`src/ests_pkg.sv`:
```
`default_nettype none

package ests_pkg;

    // operation codes of an input transaction
    localparam logic [2:0] OP_READ       = 3'd0;
    localparam logic [2:0] OP_WRITE      = 3'd1;
    localparam logic [2:0] OP_ERASE      = 3'd2;
    localparam logic [2:0] OP_QUERY      = 3'd3;
    localparam logic [2:0] OP_CLEAR      = 3'd4;
    localparam logic [2:0] OP_FRAME_DONE = 3'd5;

    // spi command bytes
    localparam logic [7:0] OPC_WAKE   = 8'hAB;
    localparam logic [7:0] OPC_WREN   = 8'h06;
    localparam logic [7:0] OPC_READ   = 8'h03;
    localparam logic [7:0] OPC_WRITE  = 8'h02;
    localparam logic [7:0] OPC_ERASE  = 8'hC7;
    localparam logic [7:0] OPC_STATUS = 8'h05;
    localparam logic [7:0] OPC_SLEEP  = 8'hB9;

    // register indexes of the configuration port
    localparam logic REG_FIRST_CS  = 1'b0;
    localparam logic REG_SECOND_CS = 1'b1;

    typedef enum logic [2:0] {
        PH_QUEUED = 3'd0,
        PH_WAKE   = 3'd1,
        PH_WREN   = 3'd2,
        PH_ACTION = 3'd3,
        PH_POLL   = 3'd4,
        PH_SLEEP  = 3'd5,
        PH_DONE   = 3'd6
    } phase_t;

    typedef enum logic [2:0] {
        ST_IDLE,
        ST_FREE,
        ST_START,
        ST_SCAN,
        ST_FIND,
        ST_FRAME,
        ST_RESP
    } state_t;

    typedef enum logic [2:0] {
        CMD_NONE,
        CMD_LOAD,
        CMD_FREE,
        CMD_START,
        CMD_SCAN,
        CMD_FIND,
        CMD_FRAME
    } cmd_t;

    typedef struct packed {
        logic hit;
        logic last;
        logic busy;
        logic restart;
    } status_t;

    typedef struct packed {
        logic [2:0]  operation;
        logic [17:0] address;
        logic [7:0]  length;
        logic [15:0] buffer_ref;
        logic [7:0]  lookup_id;
        logic [7:0]  status_byte;
    } req_t;

    typedef struct packed {
        logic        result_code;
        logic [7:0]  assigned_id;
        logic        done_flag;
        logic        frame_start;
        logic [7:0]  frame_chip;
        logic [7:0]  frame_opcode;
        logic [16:0] frame_address;
        logic [8:0]  frame_tx_bytes;
        logic [7:0]  frame_rx_bytes;
        logic [15:0] frame_buffer_ref;
        logic        frame_uses_buffer;
    } rsp_t;

endpackage

`default_nettype wire

```
`src/ests_req_if.sv`:
```
`default_nettype none

interface ests_req_if;
    logic              valid;
    logic              ready;
    ests_pkg::req_t    data;

    modport source (output valid, output data, input ready);
    modport sink   (input valid, input data, output ready);
endinterface

`default_nettype wire

```
`src/ests_rsp_if.sv`:
```
`default_nettype none

interface ests_rsp_if;
    logic              valid;
    logic              ready;
    ests_pkg::rsp_t    data;

    modport source (output valid, output data, input ready);
    modport sink   (input valid, input data, output ready);
endinterface

`default_nettype wire

```
`src/ests_ctrl.sv`:
```
`default_nettype none

module ests_ctrl (
    input  wire logic              clk,
    input  wire logic              rst_n,
    input  wire logic              in_valid,
    input  wire logic [2:0]        in_op,
    output ests_pkg::cmd_t         cmd,
    output logic                   in_ready,
    output logic                   out_valid,
    input  wire logic              out_ready,
    input  ests_pkg::status_t      status
);

    ests_pkg::state_t state_reg;
    ests_pkg::state_t state_next;

    always_ff @(posedge clk or negedge rst_n)
    begin
        if (!rst_n)
        begin
            state_reg <= ests_pkg::ST_IDLE;
        end
        else
        begin
            state_reg <= state_next;
        end
    end

    always_comb
    begin
        state_next = state_reg;
        unique case (state_reg)
            ests_pkg::ST_IDLE:
            begin
                if (in_valid)
                begin
                    if (in_op == ests_pkg::OP_READ || in_op == ests_pkg::OP_WRITE ||
                        in_op == ests_pkg::OP_ERASE)
                        state_next = ests_pkg::ST_FREE;
                    else if (in_op == ests_pkg::OP_QUERY || in_op == ests_pkg::OP_CLEAR)
                        state_next = ests_pkg::ST_FIND;
                    else if (in_op == ests_pkg::OP_FRAME_DONE)
                        state_next = ests_pkg::ST_FRAME;
                    else
                        state_next = ests_pkg::ST_RESP;
                end
            end
            ests_pkg::ST_FREE:
            begin
                if (status.hit)
                    state_next = ests_pkg::ST_START;
                else if (status.last)
                    state_next = ests_pkg::ST_RESP;
            end
            ests_pkg::ST_START:
            begin
                state_next = status.busy ? ests_pkg::ST_RESP : ests_pkg::ST_SCAN;
            end
            ests_pkg::ST_SCAN, ests_pkg::ST_FIND:
            begin
                if (status.hit || status.last)
                    state_next = ests_pkg::ST_RESP;
            end
            ests_pkg::ST_FRAME:
            begin
                state_next = status.restart ? ests_pkg::ST_START : ests_pkg::ST_RESP;
            end
            ests_pkg::ST_RESP:
            begin
                if (out_ready)
                    state_next = ests_pkg::ST_IDLE;
            end
            default:
            begin
                state_next = ests_pkg::ST_IDLE;
            end
        endcase
    end

    always_comb
    begin
        cmd       = ests_pkg::CMD_NONE;
        in_ready  = 1'b0;
        out_valid = 1'b0;
        unique case (state_reg)
            ests_pkg::ST_IDLE:
            begin
                in_ready = 1'b1;
                if (in_valid)
                    cmd = ests_pkg::CMD_LOAD;
            end
            ests_pkg::ST_FREE:  cmd = ests_pkg::CMD_FREE;
            ests_pkg::ST_START: cmd = ests_pkg::CMD_START;
            ests_pkg::ST_SCAN:  cmd = ests_pkg::CMD_SCAN;
            ests_pkg::ST_FIND:  cmd = ests_pkg::CMD_FIND;
            ests_pkg::ST_FRAME: cmd = ests_pkg::CMD_FRAME;
            ests_pkg::ST_RESP:  out_valid = 1'b1;
            default:            cmd = ests_pkg::CMD_NONE;
        endcase
    end

endmodule

`default_nettype wire

```
`src/ests_datapath.sv`:
```
`default_nettype none

module ests_datapath #(
    parameter int QUEUE_SLOTS      = 5,
    parameter int CHIP_TOP_ADDRESS = 131071
) (
    input  wire logic              clk,
    input  wire logic              rst_n,
    input  ests_pkg::cmd_t         cmd,
    input  ests_pkg::req_t         in_data,
    input  wire logic [7:0]        first_cs,
    input  wire logic [7:0]        second_cs,
    output ests_pkg::status_t      status,
    output ests_pkg::rsp_t         result
);

    localparam int IDX_W = (QUEUE_SLOTS > 1) ? $clog2(QUEUE_SLOTS) : 1;
    localparam logic [IDX_W-1:0] LAST_IDX = IDX_W'(QUEUE_SLOTS - 1);
    localparam logic [24:0]      TOP_ADDR = 25'(CHIP_TOP_ADDRESS);

    // slot bookkeeping, initialised by reset
    logic [7:0]          tag_reg   [QUEUE_SLOTS];
    ests_pkg::phase_t    phase_reg [QUEUE_SLOTS];
    logic [IDX_W-1:0]    head_reg;
    logic [7:0]          next_tag_reg;
    logic [IDX_W-1:0]    ptr_reg;
    logic [IDX_W-1:0]    cnt_reg;

    // slot payload, undefined until written
    logic [7:0]          chip_reg   [QUEUE_SLOTS];
    logic [16:0]         addr_reg   [QUEUE_SLOTS];
    logic [7:0]          len_reg    [QUEUE_SLOTS];
    logic                wr_reg     [QUEUE_SLOTS];
    logic                er_reg     [QUEUE_SLOTS];
    logic [15:0]         buf_reg    [QUEUE_SLOTS];

    ests_pkg::req_t      req_reg;
    ests_pkg::rsp_t      rsp_reg;

    logic [7:0]          tag_p;
    ests_pkg::phase_t    phase_p;
    logic [7:0]          chip_p;
    logic                wr_p;
    logic                er_p;
    logic [IDX_W-1:0]    ptr_inc;
    logic                is_erase_req;
    logic                is_write_req;
    logic                upper_half;
    logic [24:0]         addr_ext;
    logic [16:0]         local_addr;
    logic [7:0]          new_chip;
    logic [7:0]          tag_inc;

    // frame launch decided at the pointed slot
    logic                emit;
    logic [7:0]          e_opcode;
    logic [16:0]         e_addr;
    logic [8:0]          e_tx;
    logic [7:0]          e_rx;
    logic                e_buf;
    logic                e_second;
    ests_pkg::phase_t    ph_next;

    assign tag_p   = tag_reg[ptr_reg];
    assign phase_p = phase_reg[ptr_reg];
    assign chip_p  = chip_reg[ptr_reg];
    assign wr_p    = wr_reg[ptr_reg];
    assign er_p    = er_reg[ptr_reg];
    assign ptr_inc = (ptr_reg == LAST_IDX) ? '0 : ptr_reg + 1'b1;

    assign is_erase_req = (req_reg.operation == ests_pkg::OP_ERASE);
    assign is_write_req = (req_reg.operation == ests_pkg::OP_WRITE);
    assign addr_ext     = {7'd0, req_reg.address};
    assign upper_half   = !is_erase_req && (addr_ext > TOP_ADDR);
    assign local_addr   = is_erase_req ? 17'd0 :
                          upper_half   ? 17'(addr_ext - TOP_ADDR - 25'd1) :
                                         req_reg.address[16:0];
    assign new_chip     = upper_half ? second_cs : first_cs;
    assign tag_inc      = (next_tag_reg == 8'hFF) ? 8'd1 : next_tag_reg + 8'd1;

    always_comb
    begin
        status.hit     = 1'b0;
        status.last    = (cnt_reg == LAST_IDX);
        status.busy    = (phase_p != ests_pkg::PH_QUEUED) && (phase_p != ests_pkg::PH_DONE);
        status.restart = (phase_p == ests_pkg::PH_SLEEP) && !(er_p && chip_p == first_cs);
        case (cmd)
            ests_pkg::CMD_FREE: status.hit = (tag_p == 8'd0);
            ests_pkg::CMD_SCAN: status.hit = (tag_p != 8'd0) &&
                                             (phase_p == ests_pkg::PH_QUEUED);
            ests_pkg::CMD_FIND: status.hit = (tag_p == req_reg.lookup_id);
            default:            status.hit = 1'b0;
        endcase
        if (cmd != ests_pkg::CMD_FRAME)
            status.restart = 1'b0;
    end

    always_comb
    begin
        emit     = 1'b0;
        e_opcode = 8'd0;
        e_addr   = 17'd0;
        e_tx     = 9'd0;
        e_rx     = 8'd0;
        e_buf    = 1'b0;
        e_second = 1'b0;
        ph_next  = phase_p;
        if (cmd == ests_pkg::CMD_SCAN && status.hit)
        begin
            emit     = 1'b1;
            e_opcode = ests_pkg::OPC_WAKE;
            e_tx     = 9'd4;
            e_rx     = 8'd1;
            ph_next  = ests_pkg::PH_WAKE;
        end
        else if (cmd == ests_pkg::CMD_FRAME)
        begin
            unique case (phase_p)
                ests_pkg::PH_WAKE, ests_pkg::PH_WREN:
                begin
                    emit = 1'b1;
                    if (phase_p == ests_pkg::PH_WAKE && (wr_p || er_p))
                    begin
                        e_opcode = ests_pkg::OPC_WREN;
                        e_tx     = 9'd1;
                        ph_next  = ests_pkg::PH_WREN;
                    end
                    else if (er_p)
                    begin
                        e_opcode = ests_pkg::OPC_ERASE;
                        e_tx     = 9'd1;
                        ph_next  = ests_pkg::PH_ACTION;
                    end
                    else if (wr_p)
                    begin
                        e_opcode = ests_pkg::OPC_WRITE;
                        e_addr   = addr_reg[ptr_reg];
                        e_tx     = {1'b0, len_reg[ptr_reg]} + 9'd4;
                        e_buf    = 1'b1;
                        ph_next  = ests_pkg::PH_ACTION;
                    end
                    else
                    begin
                        e_opcode = ests_pkg::OPC_READ;
                        e_addr   = addr_reg[ptr_reg];
                        e_tx     = 9'd4;
                        e_rx     = len_reg[ptr_reg];
                        e_buf    = 1'b1;
                        ph_next  = ests_pkg::PH_ACTION;
                    end
                end
                ests_pkg::PH_ACTION, ests_pkg::PH_POLL:
                begin
                    emit = 1'b1;
                    // polling goes on while the busy bit is set
                    if ((phase_p == ests_pkg::PH_ACTION && (wr_p || er_p)) ||
                        (phase_p == ests_pkg::PH_POLL && req_reg.status_byte[0]))
                    begin
                        e_opcode = ests_pkg::OPC_STATUS;
                        e_tx     = 9'd1;
                        e_rx     = 8'd1;
                        ph_next  = ests_pkg::PH_POLL;
                    end
                    else
                    begin
                        e_opcode = ests_pkg::OPC_SLEEP;
                        e_tx     = 9'd1;
                        ph_next  = ests_pkg::PH_SLEEP;
                    end
                end
                ests_pkg::PH_SLEEP:
                begin
                    if (status.restart)
                    begin
                        ph_next = ests_pkg::PH_DONE;
                    end
                    else
                    begin
                        // erase moves on to the second chip
                        emit     = 1'b1;
                        e_second = 1'b1;
                        e_opcode = ests_pkg::OPC_WAKE;
                        e_tx     = 9'd4;
                        e_rx     = 8'd1;
                        ph_next  = ests_pkg::PH_WAKE;
                    end
                end
                default:
                begin
                    ph_next = phase_p;
                end
            endcase
        end
    end

    always_ff @(posedge clk or negedge rst_n)
    begin
        if (!rst_n)
        begin
            for (int i = 0; i < QUEUE_SLOTS; i++)
            begin
                tag_reg[i]   <= 8'd0;
                phase_reg[i] <= ests_pkg::PH_QUEUED;
            end
            head_reg     <= '0;
            next_tag_reg <= 8'd1;
            ptr_reg      <= '0;
            cnt_reg      <= '0;
        end
        else
        begin
            case (cmd)
                ests_pkg::CMD_LOAD:
                begin
                    cnt_reg <= '0;
                    if (in_data.operation == ests_pkg::OP_QUERY ||
                        in_data.operation == ests_pkg::OP_CLEAR)
                        ptr_reg <= '0;
                    else
                        ptr_reg <= head_reg;
                end
                ests_pkg::CMD_FREE:
                begin
                    if (status.hit)
                    begin
                        tag_reg[ptr_reg]   <= next_tag_reg;
                        phase_reg[ptr_reg] <= ests_pkg::PH_QUEUED;
                        next_tag_reg       <= tag_inc;
                        ptr_reg            <= head_reg;
                        cnt_reg            <= '0;
                    end
                    else if (!status.last)
                    begin
                        ptr_reg <= ptr_inc;
                        cnt_reg <= cnt_reg + 1'b1;
                    end
                end
                ests_pkg::CMD_START:
                begin
                    cnt_reg <= '0;
                end
                ests_pkg::CMD_SCAN:
                begin
                    if (status.hit)
                    begin
                        head_reg           <= ptr_reg;
                        phase_reg[ptr_reg] <= ph_next;
                    end
                    else
                    begin
                        ptr_reg <= ptr_inc;
                        cnt_reg <= cnt_reg + 1'b1;
                    end
                end
                ests_pkg::CMD_FIND:
                begin
                    if (status.hit)
                    begin
                        if (req_reg.operation == ests_pkg::OP_CLEAR &&
                            phase_p == ests_pkg::PH_DONE)
                            tag_reg[ptr_reg] <= 8'd0;
                    end
                    else
                    begin
                        ptr_reg <= ptr_inc;
                        cnt_reg <= cnt_reg + 1'b1;
                    end
                end
                ests_pkg::CMD_FRAME:
                begin
                    phase_reg[ptr_reg] <= ph_next;
                    if (status.restart)
                    begin
                        head_reg <= ptr_inc;
                        ptr_reg  <= ptr_inc;
                    end
                end
                default:
                begin
                    ptr_reg <= ptr_reg;
                end
            endcase
        end
    end

    always_ff @(posedge clk)
    begin
        if (cmd == ests_pkg::CMD_LOAD)
        begin
            req_reg <= in_data;
            rsp_reg <= '0;
        end
        if (cmd == ests_pkg::CMD_FREE)
        begin
            if (status.hit)
            begin
                chip_reg[ptr_reg]    <= is_erase_req ? first_cs : new_chip;
                addr_reg[ptr_reg]    <= local_addr;
                len_reg[ptr_reg]     <= is_erase_req ? 8'd0 : req_reg.length;
                buf_reg[ptr_reg]     <= is_erase_req ? 16'd0 : req_reg.buffer_ref;
                wr_reg[ptr_reg]      <= is_write_req;
                er_reg[ptr_reg]      <= is_erase_req;
                rsp_reg.assigned_id  <= next_tag_reg;
            end
            else if (status.last)
            begin
                rsp_reg.result_code <= 1'b1;
            end
        end
        if (cmd == ests_pkg::CMD_FIND && (status.hit || status.last))
        begin
            if (req_reg.operation == ests_pkg::OP_QUERY)
                rsp_reg.done_flag <= status.hit && (phase_p == ests_pkg::PH_DONE);
            else
                rsp_reg.result_code <= !(status.hit && (phase_p == ests_pkg::PH_DONE));
        end
        if (e_second)
            chip_reg[ptr_reg] <= second_cs;
        if (emit)
        begin
            rsp_reg.frame_start       <= 1'b1;
            rsp_reg.frame_chip        <= e_second ? second_cs : chip_p;
            rsp_reg.frame_opcode      <= e_opcode;
            rsp_reg.frame_address     <= e_addr;
            rsp_reg.frame_tx_bytes    <= e_tx;
            rsp_reg.frame_rx_bytes    <= e_rx;
            rsp_reg.frame_buffer_ref  <= e_buf ? buf_reg[ptr_reg] : 16'd0;
            rsp_reg.frame_uses_buffer <= e_buf;
        end
    end

    assign result = rsp_reg;

endmodule

`default_nettype wire

```
`src/spi_eeprom_transaction_sequencer.sv`:
```
`default_nettype none

// channel | dir | handshake     | transaction
// req     | in  | valid / ready | request, query, clear or frame completion
// rsp     | out | valid / ready | result code, id, done flag and frame descriptor
// apb     | in  | psel/penable  | chip select codes at byte addresses 0 and 4
//
// one transaction runs from its accept through to the taking of its result
// the length is set by the slot scans, one slot per cycle through a single pointer
// a request that finds the queue full is refused after a scan of every slot
// reset is asynchronous and active low; the queue comes up empty with ids from 1
// req is refused while a result is waiting on rsp; rsp holds until taken

module spi_eeprom_transaction_sequencer #(
    parameter int QUEUE_SLOTS      = 5,
    parameter int CHIP_TOP_ADDRESS = 131071
) (
    input  wire logic          clk,
    input  wire logic          rst_n,
    input  wire logic          psel,
    input  wire logic          penable,
    input  wire logic          pwrite,
    input  wire logic [2:0]    paddr,
    input  wire logic [31:0]   pwdata,
    output logic [31:0]        prdata,
    output logic               pready,
    ests_req_if.sink           req,
    ests_rsp_if.source         rsp
);

    // configuration registers
    logic [7:0] first_cs_reg;
    logic [7:0] second_cs_reg;
    logic       cfg_write;

    ests_pkg::cmd_t    cmd;
    ests_pkg::status_t status;

    assign pready    = 1'b1;
    assign cfg_write = psel && penable && pwrite && pready;

    // register index sits in address bit 2, byte lanes ignored
    always_ff @(posedge clk or negedge rst_n)
    begin
        if (!rst_n)
        begin
            first_cs_reg  <= 8'd0;
            second_cs_reg <= 8'd1;
        end
        else if (cfg_write)
        begin
            if (paddr[2] == ests_pkg::REG_FIRST_CS)
                first_cs_reg <= pwdata[7:0];
            else
                second_cs_reg <= pwdata[7:0];
        end
    end

    always_comb
    begin
        if (paddr[2] == ests_pkg::REG_SECOND_CS)
            prdata = {24'd0, second_cs_reg};
        else
            prdata = {24'd0, first_cs_reg};
    end

    // sequencing of scans and frame steps
    ests_ctrl u_ctrl (
        .clk       (clk),
        .rst_n     (rst_n),
        .in_valid  (req.valid),
        .in_op     (req.data.operation),
        .cmd       (cmd),
        .in_ready  (req.ready),
        .out_valid (rsp.valid),
        .out_ready (rsp.ready),
        .status    (status)
    );

    // slot queue, id counter and result register
    ests_datapath #(
        .QUEUE_SLOTS      (QUEUE_SLOTS),
        .CHIP_TOP_ADDRESS (CHIP_TOP_ADDRESS)
    ) u_datapath (
        .clk       (clk),
        .rst_n     (rst_n),
        .cmd       (cmd),
        .in_data   (req.data),
        .first_cs  (first_cs_reg),
        .second_cs (second_cs_reg),
        .status    (status),
        .result    (rsp.data)
    );

endmodule

`default_nettype wire

```
`src/flat_wrapper.sv`:
```
// flat-port wrapper written by rule: the top's interface ports become plain ports
module spi_eeprom_transaction_sequencer_flat 
#(
    parameter int QUEUE_SLOTS      = 5,
    parameter int CHIP_TOP_ADDRESS = 131071
)
  (clk, rst_n, psel, penable, pwrite, paddr, pwdata, prdata, pready, req_valid, req_data, req_ready, rsp_valid, rsp_data, rsp_ready);
  ests_req_if req_i ();
  ests_rsp_if rsp_i ();
  input  wire logic clk;
  input  wire logic rst_n;
  input  wire logic psel;
  input  wire logic penable;
  input  wire logic pwrite;
  input  wire logic [2:0] paddr;
  input  wire logic [31:0] pwdata;
  output logic [31:0] prdata;
  output logic pready;
  input wire logic [$bits(req_i.valid)-1:0] req_valid;
  input wire logic [$bits(req_i.data)-1:0] req_data;
  output wire logic [$bits(req_i.ready)-1:0] req_ready;
  output wire logic [$bits(rsp_i.valid)-1:0] rsp_valid;
  output wire logic [$bits(rsp_i.data)-1:0] rsp_data;
  input wire logic [$bits(rsp_i.ready)-1:0] rsp_ready;
  assign req_i.valid = req_valid;
  assign req_i.data = req_data;
  assign req_ready = req_i.ready;
  assign rsp_valid = rsp_i.valid;
  assign rsp_data = rsp_i.data;
  assign rsp_i.ready = rsp_ready;
  spi_eeprom_transaction_sequencer #(.QUEUE_SLOTS(QUEUE_SLOTS), .CHIP_TOP_ADDRESS(CHIP_TOP_ADDRESS)) u_core (.clk(clk), .rst_n(rst_n), .psel(psel), .penable(penable), .pwrite(pwrite), .paddr(paddr), .pwdata(pwdata), .prdata(prdata), .pready(pready), .req(req_i), .rsp(rsp_i));
endmodule
```
`config.mk`:
```
export PLATFORM = sky130hd
export DESIGN_NAME = spi_eeprom_transaction_sequencer_flat
export DESIGN_NICKNAME = d
export VERILOG_FILES = /design/src/ests_pkg.sv /design/src/ests_req_if.sv /design/src/ests_rsp_if.sv /design/src/ests_ctrl.sv /design/src/ests_datapath.sv /design/src/spi_eeprom_transaction_sequencer.sv /design/src/flat_wrapper.sv
export SDC_FILE = /design/constraint.sdc
export NUM_CORES = 1
export LEC_CHECK = 0
export ABC_AREA = 1
export BUFFER_PORTS_ARGS = -buffer_cell sky130_fd_sc_hd__buf_4
export CORE_ASPECT_RATIO = 0.9
export CORE_MARGIN = 3
export CORE_UTILIZATION = 38
export DETAILED_ROUTE_END_ITERATION = 7
export MAX_ROUTING_LAYER = met4
export PLACE_DENSITY = 0.61
export SLEW_MARGIN = 20
export SYNTH_ARGS = -nofsm -noshare
export SYNTH_HDL_FRONTEND = slang
export SYNTH_SLANG_ARGS = --single-unit
export TNS_END_PERCENT = 30
```
`constraint.sdc`:
```
create_clock -name clk -period 7.5 [get_ports clk]
set_input_delay 0.375 -clock clk [delete_from_list [all_inputs] [get_ports clk]]
set_output_delay 0.375 -clock clk [all_outputs]
set_load 0.02 [all_outputs]
```
==> results of run 1 <==
cell type report:
cell class                 count  area (um^2)  share of cell area
clock buffer                  63         1277             0.05364
clock inverter                24        201.4            0.008458
inverter                     166        633.1             0.02658
multi-input combinational   1058         5221              0.2192
sequential                   477        13760              0.5778
tap                          688        860.8             0.03614
timing repair buffer         230         1862             0.07817
worst paths after layout:
kind                                                                start                                         to  slack, ns  cells after the start
worst max-delay path             u_core.u_datapath.ptr_reg[1]$_DFFE_PN0P_  u_core.u_datapath.len_reg[2][2]$_DFFE_PP_       2.33                     13
worst min-delay path                                         req_data[60]    u_core.u_datapath.req_reg[60]$_DFFE_PP_       0.04                      1
worst max register to register   u_core.u_datapath.ptr_reg[1]$_DFFE_PN0P_  u_core.u_datapath.len_reg[2][2]$_DFFE_PP_       2.33                     13
worst min register to register  u_core.u_datapath.result[67]$_SDFFE_PP1P_  u_core.u_datapath.result[67]$_SDFFE_PP1P_       0.45                      2
max in group asynchronous                                           rst_n   u_core.u_datapath.ptr_reg[2]$_DFFE_PN0P_       6.00                      3
min in group asynchronous                                           rst_n         u_core.first_cs_reg[1]$_DFFE_PN0P_       0.24                      2
power breakdown:
part           switching, mW  internal [mW]  leakage [nW]
clock                   1.00           1.27         0.726
combinational           1.73          0.697          4.19
sequential             0.187           3.31          4.73
total                   2.91           5.28          9.65
metal layers:
metal | GRT usage | part of all wire
met5 | - | 0
met4 | 0.04004 | 0.015
met2 | 0.2841 | 0.48
met3 | 0.02501 | 0.057
met1 | 0.2503 | 0.45
kinds of logic after synthesis:
logic type               synth area share
buffers and inverters             0.06094
AND/OR/NAND/NOR                    0.1753
XOR/XNOR                         0.004367
flip-flops                         0.6860
AO/OA/AOI/OAI                     0.06918
other                           0.0003744
adder cells (fa/ha/maj)          0.003743
layout by cell type (no fill, tap or decap), drive strengths merged, types with 3 or more instances in the layout:
cell type and n:
dlygate4sd3 54, nor2 188, a221oi 20, buf 176
nand2 415, edfxtp 375, o21a 3, clkbuf 63
nor3 11, nor4 19, inv 166, a21oi 18
o211ai 14, o21ai 123, a22o 8, dfrtp 89
dfxtp 11, xor2 9, o22ai 32, clkinv 22
nand3 124, ha 6, conb 25, nand4 25
a22oi 3
through the flow:
stage | total power [mW] | hold slack (ns) | cell area (um^2) | utilization
finish | 8.195 | 0.04242 | 23820 | 0.4590
global route | 8.662 | 0.02501 | 23820 | 0.4590
CTS | 8.262 | 0.009242 | 23820 | 0.4590
detailed placement | 5.945 | 0.3103 | 21800 | 0.4201
global placement | 5.900 | 0.3130 | 21800 | 0.4201
floorplan | 5.166 | 0.07941 | 20140 | -
==> flow_metrics.tcl, run 1 <==
set metrics [dict create \
    dieArea_um2 55580 \
    drcViolationCount 0 \
    cts_resized 0 \
    area_growth_pct 18.74 \
    chipWidth_um 248.2 \
    clock_sinks 477 \
    synth_common_cells "nand2_1, edfxtp_1, nor2_1" \
    period_share 0.6895 \
    crit_type "register to register" \
    first_pass_iters 5 \
    grt_antenna_before_repair 0 \
    cp_slowest_stage_delay_ns 0.85 \
    synthFlopType "edfxtp_1" \
    grt-ovfl-total 0 \
    cellLeakagePower_nw 9.653 \
    layout-drive-gt1-share 0.1521 \
    clock_latency_ns 0.59 \
    irDropWorstVdd_uv 176.4 \
    relSlewSlack 0.3081 \
    yosysTopAreaCellShare 0.5614 \
    finClkSkew_ns 0.01243 \
    clockBufferDepth 3 \
    grt_max_degree 70 \
    synth_edf_count 375 \
    yosysWarnings 0 \
    core-area_um2 51890 \
    grt_pass1_vias 13220 \
    cts_setup_buffers 0 \
    post-synth-top-area-cell "edfxtp_1" \
    syn_area_um2 20060 \
    cp_num_buf_inv 4 \
    maxCapViolations 0 \
    htreeDepth 2 \
    start_util 0.3865 \
    avgSynthCellArea_um2 11.31 \
    cpMostUsedCell "buf_4" \
    largest_register_ffs 85 \
    rsz0062_at_grt "no" \
    start_kind "register" \
    status "finished, final reports clean" \
    nFillCells 4719 \
    setup_viol_count_final 0 \
    drt_iter0_drc 1063 \
    worstPathRequired_ns 7.75 \
    yosysMostFrequentCell "nand2_1" \
    port_buffers 157 \
    fin_nets 2090 \
    ys_top_cells_by_area "edfxtp_1, dfrtp_1, nand2_1, nor2_1, inv_1" \
    cp_top_family "simple AND/OR/NAND/NOR gates" \
    synth-seq-cells 477 \
    tns_ns 0 \
    path_cells "buf_4 > nor2_8 > nand2_2 > inv_2 > buf_4 > nand2_1 > nand2_1 > nor2_2 > nand2_2 > nor2_4 > nand3_4 > nor2_4 > buf_4" \
    antenna_cells 0 \
    finalNonFillerCells 2706 \
    die_h_um 224.0 \
    timing_worst_slew_pin_value_ns 1.034 \
    grt_usage 0.1803 \
    worst_slack_ns 2.328 \
    dp_cells 2565 \
    cts-root-buf "clkbuf_16" \
    io_pins 216 \
    place_ws_ns 2.332 \
    routedWlPerCell_um 18.02 \
    numCtsBuffers 48 \
    critPathArrivalTime_ns 5.42 \
    grt_first_pass_wirelength_um 75590 \
    hold_viol 0 \
    dp_hpwl_um 30600 \
    rows 79 \
    holdBufCountCts 54 \
    async_flop_share 0.1908 \
    slowest_stage "nor2_4" \
    clk_pin_slew_ns 0.06 \
    ys_seq_area_frac 0.6860 \
    hold_path_class "input pin to register" \
    synth_cells 1774 \
    fmax_mhz 193.4 \
    synth.distinct_cells 53 \
    fin_crit_ns 5.172 \
    vias_per_cell 4.989 \
    cts_tree "done" \
    gp_congestion 0.8498 \
    slew_viol_final 0 \
    vias 13500 \
    drtAntennaViolNets 0 \
    cp_max_fo 37 \
    wl_um 48770 \
    critPathCaptureType "register" \
    p_per_area_nw_per_um2 344.1 \
]
Power figures use the tool's default switching activity.
==> inputs of run 2 (changes only) <==
Settings changed: PLACE_DENSITY 0.61 to 0.63.
Clock period 7.5 ns to 4.5 ns, I/O delays scaled along.
==> flow_metrics.tcl, run 2 (synthesized netlist as in run 1, its figures left out) <==
set metrics [dict create \
    irDropWorstVdd_uv 297.3 \
    grt_usage 0.1757 \
    numCtsBuffers 49 \
    chipWidth_um 248.2 \
    fin_area_um2 24310 \
    grt-ovfl-total 0 \
    power.internal_mw 9.266 \
    status "finished, final reports clean" \
    rsz0062_at_grt "no" \
    cpMostUsedCell "nand2_1" \
    power.total_mw 14.17 \
    core-area_um2 51890 \
    path_cells "inv_4 > nand3_4 > inv_2 > nand2_1 > nand2_1 > nor2_1 > xor2_1 > nor2_1 > nand2_1 > nand2_2 > nand2_1 > nand2_2 > inv_1 > nand2_4 > buf_4" \
    slew_viol_final 0 \
    start_kind "register" \
    slowest_stage "dfrtp_2" \
    die_h_um 224.0 \
    area_growth_pct 21.22 \
    first_pass_iters 5 \
    hold_viol 0 \
    drcViolationCount 0 \
    reg2reg_slack_ns 0.69 \
    cp_max_fo 38 \
    period_share 0.8462 \
    dp_cells 2584 \
    maxCapViolations 0 \
    layout-drive-gt1-share 0.1653 \
    tns_ns 0 \
    drtAntennaViolNets 0 \
    wl_um 47880 \
    dp_hpwl_um 29990 \
    port_buffers 157 \
    dieArea_um2 55580 \
    clk_pin_slew_ns 0.06 \
    vias 13530 \
    clock_latency_ns 0.60 \
    multi_input_area_um2 5221 \
    critPathCaptureType "register" \
    cts-root-buf "clkbuf_16" \
    largest_register_ffs 85 \
    start_util 0.3865 \
    p_per_area_nw_per_um2 582.9 \
    sw_frac_of_total 0.3462 \
    combPwrFrac 0.290 \
    routedWlPerCell_um 17.47 \
    clockBufferDepth 3 \
    relSlewSlack 0.4071 \
    grt_pass1_vias 13210 \
    worstPathRequired_ns 4.74 \
    clkPwrFrac 0.300 \
    grt_first_pass_wirelength_um 73890 \
    p_sw_mw 4.907 \
    cts_tree "done" \
    fmax_mhz 262.6 \
    vias_per_cell 4.937 \
    fin_hold_ws_ns 0.09318 \
    cp_slowest_stage_delay_ns 0.50 \
    setup_viol_count_final 0 \
    regArea_um2 13760 \
    critPathArrivalTime_ns 4.04 \
    htreeDepth 2 \
    cellLeakagePower_nw 9.908 \
    finalNonFillerCells 2740 \
    drt_iter0_drc 1081 \
    hold_path_class "input pin to register" \
    timing_worst_slew_pin_value_ns 0.8893 \
    grt_antenna_before_repair 1 \
    io_pins 216 \
    rows 79 \
    finClkSkew_ns 0.02606 \
    dpl-instance-area_um2 21970 \
    final_cell_mix "nand2_1, edfxtp_1, buf_4" \
    gp_congestion 0.8414 \
    crit_type "register to register" \
    mostFrequentLayoutCell "nand2_1" \
    clock_sinks 477 \
    nFillCells 4621 \
    grt_max_degree 55 \
    fin_crit_ns 3.808 \
    pwr-share-seq 0.410 \
    fin_nets 2119 \
]
## run 2: metrics by stage
step	setup slack, ns	utilization
floorplan	0.01545	-
global placement	0.7827	0.4233
detailed placement	0.7485	0.4233
CTS	0.7234	0.4685
global route	0.4100	0.4685
finish	0.6923	0.4685
## run 2: per-layer routing
layer | part of all wire | global-route usage
met5 | 0 | -
met3 | 0.056 | 0.02956
met4 | 0.026 | 0.05314
met2 | 0.47 | 0.2759
met1 | 0.45 | 0.2354
## run 2: what timing repair did
| item | CTS | global route |
|---|---|---|
| resized for setup | 0 | 0 |
| hold buffers | 63 | 0 |
| endpoints found under the hold margin | 115 | 0 |
| setup endpoints to repair | 0 | 0 |
| setup buffers | 0 | 0 |
## run 2: critical path, delay by kind of cell (launching register included)
family	cells	cell delay [ns]
flip-flops	1	0.50
AND/OR/NAND/NOR	10	1.52
XOR/XNOR	1	0.14
buffers and inverters	4	1.23
## run 2: layout make-up
| type | instances | area share |
|---|---|---|
| well taps | 688 | 0.03541 |
| clock inverters | 31 | 0.01606 |
| flip-flops and latches | 477 | 0.5660 |
| clock buffers | 61 | 0.05445 |
| repair buffers | 258 | 0.08718 |
| inverters | 166 | 0.02604 |
| diodes | 1 | 0.0001029 |
| multi-input cells | 1058 | 0.2147 |
## run 2: power by group through the flow
stage | sequential (mW) | clock (mW) | combinational, mW
4_1_cts | 5.81 | 4.34 | 4.14
5_1_grt | 5.86 | 4.52 | 4.54
3_5_place_dp | 5.89 | 0 | 4.08
6_report | 5.81 | 4.26 | 4.11
2_1_floorplan | 6.02 | 0 | 2.58
3_3_place_gp | 5.87 | 0 | 4.01
## run 2: path summary, 6_finish.rpt
path	start	end	cells past startpoint
min in group asynchronous	rst_n	u_core.second_cs_reg[5]$_DFFE_PN0P_	2
min	req_valid	u_core.u_datapath.cnt_reg[0]$_DFFE_PN0P_	4
max reg2reg	u_core.u_datapath.ptr_reg[2]$_DFFE_PN0P_	u_core.u_datapath.result[41]$_DFFE_PP_	15
max	u_core.u_datapath.ptr_reg[2]$_DFFE_PN0P_	u_core.u_datapath.result[41]$_DFFE_PP_	15
min reg2reg	u_core.u_datapath.result[67]$_SDFFE_PP1P_	u_core.u_datapath.result[67]$_SDFFE_PP1P_	2
max in group asynchronous	rst_n	u_core.u_datapath.tag_reg[29]$_DFFE_PN0P_	3
